$ cat src/rtl/vwb_pkg.sv
`timescale 1ns / 1ps
`default_nettype none
// ----------------------------------------------------------------------------
// vwb_pkg: shared types and constants of the volume blur
// Register map, controller states, the command and status bundles between
// controller and datapath, and fixed field widths.
// ----------------------------------------------------------------------------
package vwb_pkg;

	// default volume limits
	localparam int DEF_MAX_X = 64;
	localparam int DEF_MAX_Y = 64;
	localparam int DEF_MAX_Z = 64;

	// field widths
	localparam int SIZE_W    = 7;
	localparam int WGT_W     = 16;
	localparam int CFG_W     = 16;
	localparam int CFG_IDX_W = 3;
	localparam int VOX_W     = 8;

	// arithmetic widths
	localparam int SUM_W   = 12;	// up to 12 voxels per class
	localparam int SSUM_W  = 13;	// class sum times its scale
	localparam int PROD_W  = 29;
	localparam int NUM_W   = 32;
	localparam int WSUM_W  = 18;
	localparam int DEN_W   = 23;
	localparam int DCNT_W  = 5;

	// register indexes
	typedef enum logic [CFG_IDX_W-1:0] {
		REG_SIZE_X,
		REG_SIZE_Y,
		REG_SIZE_Z,
		REG_W_CENTER,
		REG_W_FACE,
		REG_W_EDGE,
		REG_W_CORNER
	} cfg_reg_t;

	// controller states
	typedef enum logic [3:0] {
		ST_IDLE,
		ST_PREP1,
		ST_PREP2,
		ST_DECIDE,
		ST_RD,
		ST_AC,
		ST_MUL,
		ST_MAC,
		ST_DIVS,
		ST_DIV,
		ST_FIN
	} state_t;

	// controller to datapath
	typedef struct packed {
		logic load_in;
		logic decide;
		logic win_rd;
		logic win_acc;
		logic mul;
		logic mac;
		logic div_init;
		logic div_step;
		logic finish;
	} cmd_t;

	// datapath to controller
	typedef struct packed {
		logic emit;
		logic win_last;
		logic mac_last;
		logic div_last;
		logic out_free;
	} stat_t;

endpackage
`default_nettype wire

$ cat src/rtl/vwb_ctrl.sv
`timescale 1ns / 1ps
`default_nettype none
// ----------------------------------------------------------------------------
// vwb_ctrl: sequencer of the volume blur
// Walks one request through position update and, if it makes a result,
// a 27-tap window read, weighting, division and result hand-off.
// ----------------------------------------------------------------------------
module vwb_ctrl (
	input  logic          clk,
	input  logic          arst_n,
	input  logic          in_valid,
	output logic          in_ready,
	input  vwb_pkg::stat_t stat,
	output vwb_pkg::cmd_t  cmd
);
	import vwb_pkg::*;

	state_t state_q, state_d;

	// state register
	always_ff @(posedge clk or negedge arst_n) begin
		if (!arst_n) begin
			state_q <= ST_IDLE;
		end else begin
			state_q <= state_d;
		end
	end

	// next state and commands
	always_comb begin
		state_d  = state_q;
		cmd      = '0;
		in_ready = 1'b0;
		case (state_q)
			ST_IDLE: begin
				in_ready = 1'b1;
				if (in_valid) begin
					cmd.load_in = 1'b1;
					state_d     = ST_PREP1;
				end
			end
			ST_PREP1: state_d = ST_PREP2;
			ST_PREP2: state_d = ST_DECIDE;
			ST_DECIDE: begin
				cmd.decide = 1'b1;
				state_d    = stat.emit ? ST_RD : ST_IDLE;
			end
			ST_RD: begin
				cmd.win_rd = 1'b1;
				state_d    = ST_AC;
			end
			ST_AC: begin
				cmd.win_acc = 1'b1;
				state_d     = stat.win_last ? ST_MUL : ST_RD;
			end
			ST_MUL: begin
				cmd.mul = 1'b1;
				state_d = ST_MAC;
			end
			ST_MAC: begin
				cmd.mac = 1'b1;
				state_d = stat.mac_last ? ST_DIVS : ST_MUL;
			end
			ST_DIVS: begin
				cmd.div_init = 1'b1;
				state_d      = ST_DIV;
			end
			ST_DIV: begin
				cmd.div_step = 1'b1;
				if (stat.div_last) begin
					state_d = ST_FIN;
				end
			end
			ST_FIN: begin
				if (stat.out_free) begin
					cmd.finish = 1'b1;
					state_d    = ST_IDLE;
				end
			end
			default: state_d = ST_IDLE;
		endcase
	end
endmodule
`default_nettype wire

$ cat config.mk
export PLATFORM = sky130hd
export DESIGN_NAME = vwb_ctrl
export DESIGN_NICKNAME = d
export VERILOG_FILES = /design/src/rtl/vwb_pkg.sv /design/src/rtl/vwb_ctrl.sv
export SDC_FILE = /design/constraint.sdc
export NUM_CORES = 1
export LEC_CHECK = 0
export BUFFER_PORTS_ARGS = -buffer_cell sky130_fd_sc_hd__buf_2
export CORE_AREA = 10 10 47 49
export CTS_CLUSTER_DIAMETER = 100
export CTS_CLUSTER_SIZE = 14
export DETAILED_ROUTE_END_ITERATION = 12
export DIE_AREA = 0 0 57 59
export PLACE_DENSITY = 0.63
export SLEW_MARGIN = 5
export SYNTH_ARGS = -nofsm -noshare
export SYNTH_HDL_FRONTEND = slang
export SYNTH_SLANG_ARGS = --single-unit
$ cat constraint.sdc
create_clock -name clk -period 1.3 [get_ports clk]
set_clock_uncertainty 0.15 [all_clocks]
set_input_delay 0.26 -clock clk [delete_from_list [all_inputs] [get_ports clk]]
set_output_delay 0.26 -clock clk [all_outputs]
set_load 0.005 [all_outputs]
# Yosys cells after proc, flatten, opt, wreduce, memory -nomap -nowiden
# Index checks and enable logic that the tools add are counted.
# classes
n_eq_ne	13
n_mux	19
n_reduce_logical	2
# ops
operator	count
4-bit one-hot mux with 11 select lines	1
4-bit by 3-bit == test with 1-bit output (second input constant)	4
4-bit two-way mux	4
4-bit == test (second input constant)	3
1-bit two-way mux	12
4-bit by 2-bit == test with 1-bit output (second input constant)	2
2-bit != test (second input constant)	3
4-bit by 1-bit == test with 1-bit output (second input constant)	1
4-bit logical NOT	1
3-bit two-way mux	1
3-bit AND reduction	1
2-bit two-way mux	1
# word_totals
register_bits	4
in_bits	8
output_inout_bits	10
wordCells	35

# Depth between registers and ports, before layout
# Gate-level depths: netlist of the first run.
# logic_depth
ltp_word	3
ltp_mapped	5
mapped_depth_nobuf	4

# Worst setup path after synthesis of the first run
# Ideal clock, no wire load.
# synth_path
path_type	register -> output
startpoint	register state_q[1]
endpoint	output cmd[8] (netlist name)
arrival_ps	968
required_ps	890
setup_slack_ps	-78
stages_incl_launch_ff	4
n_path_buf	1
path_cell_list	dfrtp_1 > buf_6 > nor4_4 > and2_1
# synth_rtl
element	line	rtl
start, declared	vwb_ctrl.sv:18	state_t state_q, state_d;
start signal, assigned	vwb_ctrl.sv:25	state_q <= state_d;
end, declared	vwb_ctrl.sv:14	output vwb_pkg::cmd_t cmd

==> results of run 1 <==
-- logic make-up after synthesis --
family | Yosys count | share of synthesized area
compound gates | 10 | 0.213
buf+inv | 7 | 0.116
flops | 4 | 0.300
simple gates | 22 | 0.371
-- through the flow --
step	total power, mW	worst slack, ps
floorplan	0.710	-39.8
detailed placement	0.991	-146
global placement	0.987	-156
finish	1.57	-362
CTS	1.31	-351
global route	1.68	-398
-- critical path, cell delays in order (launching register included) --
cell and delay (ps):
dfrtp_2 440, nor4_4 290, and2_1 170, buf_2 110
-- metal layers --
metal / share of wire / track usage / vias up
li1: - / - / 214
met1: 0.38 / 0.0644 / 211
met2: 0.56 / 0.136 / 9
met3: 0.041 / 0.0172 / 2
met4: 0.016 / 0.0604 / 0
met5: 0 / 0 / -
-- placed cells by master, fill, tap and decap left out --
cell type / n
nor3b_2: 1
o22ai_1: 1
nor3_4: 1
o22ai_4: 1
buf_2: 16
inv_2: 2
nand2_4: 2
a211oi_2: 1
inv_1: 1
a21oi_1: 2
inv_4: 1
o32ai_2: 1
nand2b_4: 1
buf_4: 12
clkbuf_4: 3
nor3_2: 1
dfrtp_1: 1
nor2b_4: 1
nor4_4: 1
a31oi_1: 1
o21ai_0: 3
buf_6: 4
nand3_1: 1
nor2_2: 3
dlygate4sd3_1: 1
dfrtp_2: 3
nor3_1: 1
nand2_1: 2
nand2b_1: 1
and3_1: 2
nor2_1: 2
and2_1: 1
nand2_2: 1
-- final cells by class --
class	instances	area share
multi-input combinational	32	0.411
inverter	4	0.0265
timing repair buffer	33	0.341
tap	16	0.0303
clock buffer	3	0.0341
sequential	4	0.157
-- power by group through the flow --
stage	sequential (mW)	combinational, mW	clock, mW
4_1_cts	0.295	0.847	0.166
5_1_grt	0.324	1.18	0.174
2_1_floorplan	0.220	0.490	0
3_5_place_dp	0.280	0.710	0
6_report	0.315	1.09	0.161
3_3_place_gp	0.279	0.708	0
-- worst max-delay path by stage --
stage	slack (ps)	startpoint	to	cells past startpoint
after floorplan	-40	state_q[2]$_DFFE_PN0P_	cmd[8]	3
after global placement	-160	state_q[0]$_DFFE_PN0P_	cmd[4]	4
after detailed placement	-150	state_q[3]$_DFFE_PN0P_	cmd[8]	3
after CTS	-350	state_q[1]$_DFFE_PN0P_	cmd[8]	3
after global routing	-400	state_q[3]$_DFFE_PN0P_	cmd[8]	3
final	-360	state_q[3]$_DFFE_PN0P_	cmd[8]	3
-- timing repair --
item	CTS	global route
pin swaps	2	3
resized for setup	11	16
gates cloned	0	0
hold buffers	1	0
setup buffers	2	2
endpoints found under the hold margin	4	0
endpoints found under the setup margin	12	13
==> results.json, run 1 <==
{
  "status": "finished with violations",
  "violations": "negative setup slack",
  "yosysWarningCount": 0,
  "area_growth_pct": 97.8,
  "reg2reg_depth": 6,
  "hold_viol": 0,
  "drive_gt1_frac": 0.737,
  "seqPwrFrac": 0.201,
  "ys_seq_elements": 4,
  "r2r_end": "state_q[1]$_DFFE_PN0P_",
  "min_from": "stat[1]",
  "post_dp_cell_area_um2": 498,
  "tns_ps": -3370,
  "nets": 86,
  "relSlewSlack": 0.826,
  "post_drt_via_cell_ratio": 4.74,
  "finalInstanceArea_um2": 661,
  "setup_ws_ps": -362,
  "grt-ovfl-total": 0,
  "fp.dieH_um": 59,
  "ioPinCount": 18,
  "power.switching_uw": 686,
  "wl_per_cell_um": 14.0,
  "tightestPinTransition_ps": 261,
  "portBuffers": 17,
  "synthTopCellsByCount": "nand2_1, nor2_1, dfrtp_1",
  "r2r-start": "state_q[3]$_DFFE_PN0P_",
  "synth.top_cell.area_share": 0.300,
  "max_freq_mhz": 602,
  "fp-row-count": 14,
  "finalNonFillerCells": 92,
  "whs_ps": 87.5,
  "drt_iter0_drc": 2,
  "worstPathArrival_ps": 1250,
  "crit_fanout": 4,
  "maxCapViolations": 0,
  "die_width_um": 57,
  "cts_tree": "yes",
  "diodes": 0,
  "setup_viol_count_final": 12,
  "grt_pass1_vias": 494,
  "synth_area_per_cell_um2": 7.77,
  "gp_congestion": 0.841,
  "numCtsBuffers": 3,
  "track_usage": 0.0727,
  "power.internal_uw": 883,
  "dieArea_mm2": 0.00336,
  "crit_type": "reg2out",
  "drtAntennaViolNets": 0,
  "min-delay-path-class": "in2reg",
  "multi_input_area_um2": 272,
  "wirelength_mm": 1.28,
  "cts.root.buffer_cell": "clkbuf_4",
  "endpoint_kind": "primary output",
  "fin_util": 0.471,
  "irDropWorstVdd_v": 0.000886,
  "clk_latency_ps": 240,
  "p_comb_frac": 0.696,
  "p_per_area_mw_per_mm2": 2380,
  "clkSinkCount": 4,
  "synth_edf_count": 0,
  "worstSetupStartpointType": "register",
  "regArea_um2": 104,
  "yosysSeqAreaShare": 0.300,
  "ys_async_sr_fraction": 1.00,
  "rsz0062_at_grt": "true",
  "sw_frac_of_total": 0.437,
  "yosys-top-cells-area": "dfrtp_1, nor4_4, nand2_1, nor2_1, nor3_1",
  "synthFlopType": "dfrtp_1",
  "crit_required_ps": 890,
  "syn_inst": 43,
  "grt_pass1_wl_mm": 2.00,
  "regMostFlops": "state_q",
  "core_area_mm2": 0.00140,
  "hpwl_um": 873,
  "period_minus_slack_ps": 1660,
  "drc": 0,
  "reg.largest.list": "state_q: 4 flops",
  "fillCellCount": 151,
  "slew_violations": 0,
  "start_util": 0.238,
  "post-route-period-util": 1.28,
  "largest_reg_flops": 4,
  "synth_fp_nets": 51,
  "hold_depth": 2,
  "htreeDepth": 1,
  "synth_cell_types": 23,
  "r2r_setup_slack_ps": -240,
  "clockBufferDepth": 2,
  "path_clk_slew_ps": 40,
  "clkPwrFrac": 0.103,
  "min_to": "state_q[0]$_DFFE_PN0P_",
  "synth.largest_area_cell": "dfrtp_1",
  "dp_cells": 84,
  "p_leak_nw": 0.329,
  "num_vias": 436,
  "syn_area_um2": 334,
  "dr.pass1.iters": 2,
  "antenna_found_initial": 0,
  "grt_max_degree": 11
}
(Power assumes the default switching activity.)
==> inputs of run 2 (changes only) <==
Settings changed: RECOVER_POWER set to 100.
==> results.json, run 2 (same netlist as run 1, synthesis figures left out) <==
{
  "status": "finished with violations",
  "violations": "negative setup slack",
  "die_width_um": 57,
  "dr.pass1.iters": 2,
  "clk_latency_ps": 240,
  "multi_input_area_um2": 272,
  "post_dp_cell_area_um2": 498,
  "reg.largest.list": "state_q: 4 flops",
  "post_drt_via_cell_ratio": 4.74,
  "max_stage_delay_ps": 440,
  "fp-row-count": 14,
  "grt_pass1_vias": 494,
  "start_util": 0.238,
  "grt-ovfl-total": 0,
  "p_per_area_mw_per_mm2": 2380,
  "regMostFlops": "state_q",
  "diodes": 0,
  "crit_slowest_cell": "dfrtp_2",
  "dieArea_mm2": 0.00336,
  "hpwl_um": 873,
  "grt_pass1_wl_mm": 2.00,
  "crit_fanout": 4,
  "fillCellCount": 149,
  "crit_required_ps": 890,
  "nets": 86,
  "maxCapViolations": 0,
  "largest_reg_flops": 4,
  "min-delay-path-class": "in2reg",
  "setup_ws_ps": -362,
  "htreeDepth": 1,
  "whs_ps": 87.5,
  "setup_viol_count_final": 12,
  "num_vias": 436,
  "worstSetupStartpointType": "register",
  "path_clk_slew_ps": 40,
  "slew_violations": 0,
  "p_leak_nw": 0.326,
  "clkSinkCount": 4,
  "rsz0062_at_grt": "true",
  "tightestPinTransition_ps": 261,
  "core_area_mm2": 0.00140,
  "drtAntennaViolNets": 0,
  "regArea_um2": 104,
  "gp_congestion": 0.841,
  "drc": 0,
  "path_delay_family": "simple AND/OR/NAND/NOR gates",
  "grt_max_degree": 11,
  "antenna_found_initial": 0,
  "worstPathArrival_ps": 1250,
  "post-route-period-util": 1.28,
  "drive_gt1_frac": 0.724,
  "drt_iter0_drc": 2,
  "track_usage": 0.0727,
  "max_freq_mhz": 602,
  "startpoint": "state_q[3]$_DFFE_PN0P_",
  "min_from": "stat[1]",
  "cts.root.buffer_cell": "clkbuf_4",
  "area_growth_pct": 97.4,
  "crit_buf_inv": 1,
  "path_cells": "nor4_4 > and2_1 > buf_2",
  "cts_tree": "yes",
  "hold_viol": 0,
  "relSlewSlack": 0.826,
  "numCtsBuffers": 3,
  "crit_type": "reg2out",
  "wirelength_mm": 1.28,
  "final_common_cell": "buf_2",
  "fp.dieH_um": 59,
  "irDropWorstVdd_v": 0.000886,
  "ioPinCount": 18,
  "finalInstanceArea_um2": 659,
  "endpoint_kind": "primary output",
  "wl_per_cell_um": 13.9,
  "clockBufferDepth": 2,
  "final_cell_mix": "buf_2, buf_4, buf_6",
  "r2r-start": "state_q[3]$_DFFE_PN0P_",
  "period_minus_slack_ps": 1660,
  "portBuffers": 17
}
==> run 2: cell count changes in the layout (fill, tap and decap cells not counted) <==
cell,delta
clkbuf_1,+1
buf_2,-1
==> run 2: where the power goes <==
group          switching (mW)  total, mW  internal, mW
registers               0.128      0.315         0.188
logic                   0.501       1.09         0.591
clock network          0.0575      0.161         0.104
total                   0.686       1.57         0.883
==> run 2: through the flow <==
stage          std cells  power, mW  setup TNS, ps   util  worst slack, ps
6_report              92       1.57          -3370  0.471             -362
5_1_grt               92       1.68          -4000  0.471             -398
4_1_cts               90       1.31          -3320  0.413             -351
3_5_place_dp          84      0.991           -773  0.355             -146
3_3_place_gp          84      0.987           -644  0.355             -156
2_1_floorplan         43      0.710          -41.9      -            -39.8
==> run 2: layout make-up <==
type | instances | share of cell area
inverter | 4 | 0.0266
timing repair buffer | 33 | 0.340
sequential | 4 | 0.157
multi-input combinational | 32 | 0.412
tap | 16 | 0.0304
clock buffer | 3 | 0.0342
==> run 2: final timing paths <==
kind	endpoint	slack [ps]	cells after the start
max	cmd[8]	-360	3
min in group asynchronous	state_q[0]$_DFFE_PN0P_	220	2
max in group asynchronous	state_q[2]$_DFFE_PN0P_	580	2
min	state_q[0]$_DFFE_PN0P_	90	2
min reg2reg	state_q[2]$_DFFE_PN0P_	480	2
max reg2reg	state_q[1]$_DFFE_PN0P_	-240	6
==> run 2: worst register-to-register path, delay by kind of cell (launching register included) <==
kind,cells,cell delay (ps)
AOI/OAI and AO/OA,2,240
buffers and inverters,3,300
DFF,1,440
and+or+nand+nor,1,290
==> run 2: per-layer routing <==
| metal | global-route usage | up-vias | routed length, um |
|---|---|---|---|
| met2 | 0.136 | 9 | 724 |
| met3 | 0.0172 | 2 | 53 |
| li1 | - | 214 | - |
| met4 | 0.0604 | 0 | 21 |
| met1 | 0.0644 | 211 | 482 |
| met5 | 0 | - | 0 |
==> run 2: repair_timing <==
action / 4_1_cts / 5_1_grt
endpoints found under the hold margin: 4 / 0
pin swaps: 2 / 3
hold buffers: 1 / 0
setup buffers: 2 / 2
resized for setup: 11 / 16
endpoints found under the setup margin: 12 / 13
==> inputs of run 3 (changes only) <==
Settings changed: PLACE_DENSITY 0.63 to 0.61, SKIP_CTS_REPAIR_TIMING set to 1.
Clock period 1.3 ns to 2.1 ns, I/O delays scaled along.
==> results.json, run 3 (same netlist as run 1, synthesis figures left out) <==
{
  "grt-ovfl-total": 0,
  "final_common_cell": "clkbuf_1",
  "crit_slowest_cell": "dfrtp_1",
  "power_uw": 569,
  "crit_type": "reg2out",
  "post_drt_via_cell_ratio": 4.86,
  "clkSinkCount": 4,
  "diodes": 0,
  "htreeDepth": 1,
  "core_area_mm2": 0.00140,
  "drtAntennaViolNets": 0,
  "final_cell_mix": "clkbuf_1, buf_2, nand2_1, nor2_1, dfrtp_1",
  "ioPinCount": 18,
  "path_clk_slew_ps": 40,
  "cts_tree": "yes",
  "numCtsBuffers": 3,
  "fp.dieH_um": 59,
  "period_minus_slack_ps": 1960,
  "cts.root.buffer_cell": "clkbuf_4",
  "p_leak_nw": 0.182,
  "start_util": 0.238,
  "maxCapViolations": 0,
  "path_cells": "nor4_4 > and2_1 > buf_2",
  "nets": 71,
  "r2r_end": "state_q[0]$_DFFE_PN0P_",
  "relSlewSlack": 0.741,
  "min_from": "stat[1]",
  "fp-row-count": 14,
  "path_delay_family": "simple AND/OR/NAND/NOR gates",
  "grt_pass1_wl_mm": 1.68,
  "wl_per_cell_um": 13.2,
  "r2r_setup_slack_ps": 570,
  "p_per_area_mw_per_mm2": 1330,
  "clk_latency_ps": 240,
  "gp_congestion": 0.774,
  "dr.pass1.iters": 4,
  "crit_fanout": 11,
  "drt_iter0_drc": 13,
  "area_growth_pct": 28.5,
  "hold_viol": 0,
  "drive_gt1_frac": 0.213,
  "irDropWorstVdd_v": 0.000366,
  "antenna_found_initial": 0,
  "rsz0062_at_grt": "false",
  "fin_util": 0.306,
  "status": "complete, no violations",
  "track_usage": 0.0641,
  "regMostFlops": "state_q",
  "drc": 0,
  "crit_buf_inv": 1,
  "whs_ps": 249,
  "min_to": "state_q[0]$_DFFE_PN0P_",
  "r2r-start": "state_q[0]$_DFFE_PN0P_",
  "largest_reg_flops": 4,
  "hpwl_um": 797,
  "min-delay-path-class": "in2reg",
  "reg.largest.list": "state_q: 4 flops",
  "max_stage_delay_ps": 510,
  "portBuffers": 17,
  "num_vias": 374,
  "hold_depth": 2,
  "die_width_um": 57,
  "tns_ps": 0,
  "grt_max_degree": 12,
  "post-route-period-util": 0.932,
  "grt_pass1_vias": 387,
  "worstPathArrival_ps": 1390,
  "fillCellCount": 171,
  "dieArea_mm2": 0.00336,
  "reg2reg_depth": 4,
  "crit_required_ps": 1530,
  "slew_violations": 0,
  "tightestPinTransition_ps": 388,
  "endpoint_kind": "primary output",
  "worstSetupStartpointType": "register",
  "max_freq_mhz": 511,
  "clockBufferDepth": 2,
  "setup_viol_count_final": 0,
  "wirelength_mm": 1.02
}
## run 3: through the flow
stage | worst slack (ps) | instance area [um^2] | std cells
2_1_floorplan | 562 | 334 | 43
3_3_place_gp | 431 | 415 | 73
3_5_place_dp | 394 | 415 | 73
4_1_cts | 135 | 438 | 76
5_1_grt | 38.5 | 429 | 77
6_report | 143 | 429 | 77
## run 3: worst register-to-register path, stage by stage, from the launching register on
cell and delay, ps:
dfrtp_1 510, nor4_4 380, inv_2 40, o22ai_1 200, o32ai_1 120
## run 3: final cells by class
type | count | area [um^2] | share of cell area
clock buffers | 3 | 22.5 | 0.0525
inverters | 4 | 15.0 | 0.0350
multi-input cells | 32 | 189 | 0.440
flip-flops and latches | 4 | 100 | 0.233
well taps | 16 | 20.0 | 0.0466
repair buffers | 18 | 82.6 | 0.192
## run 3: how the worst max path moves through the flow
stage	startpoint	endpoint	slack, ps	depth (start not counted)
5_1_grt	state_q[0]$_DFFE_PN0P_	cmd[8]	40	3
4_1_cts	state_q[0]$_DFFE_PN0P_	cmd[8]	140	3
3_3_place_gp	state_q[0]$_DFFE_PN0P_	cmd[8]	430	3
6_report	state_q[0]$_DFFE_PN0P_	cmd[8]	140	3
3_5_place_dp	state_q[0]$_DFFE_PN0P_	cmd[8]	390	3
2_1_floorplan	state_q[1]$_DFFE_PN0P_	cmd[8]	560	3
## run 3: power by group
part	switching (mW)	total (mW)	leakage (nW)	internal [mW]
Clock	0.0308	0.0946	0.0138	0.0638
Combinational	0.138	0.261	0.118	0.122
Sequential	0.103	0.214	0.0506	0.111
## run 3: metal layers
layer	GRT usage	routed length (um)	up-vias
met1	0.0621	402	172
met4	0.0705	34	0
li1	-	-	186
met5	0	0	-
met2	0.101	530	12
met3	0.0215	51	4
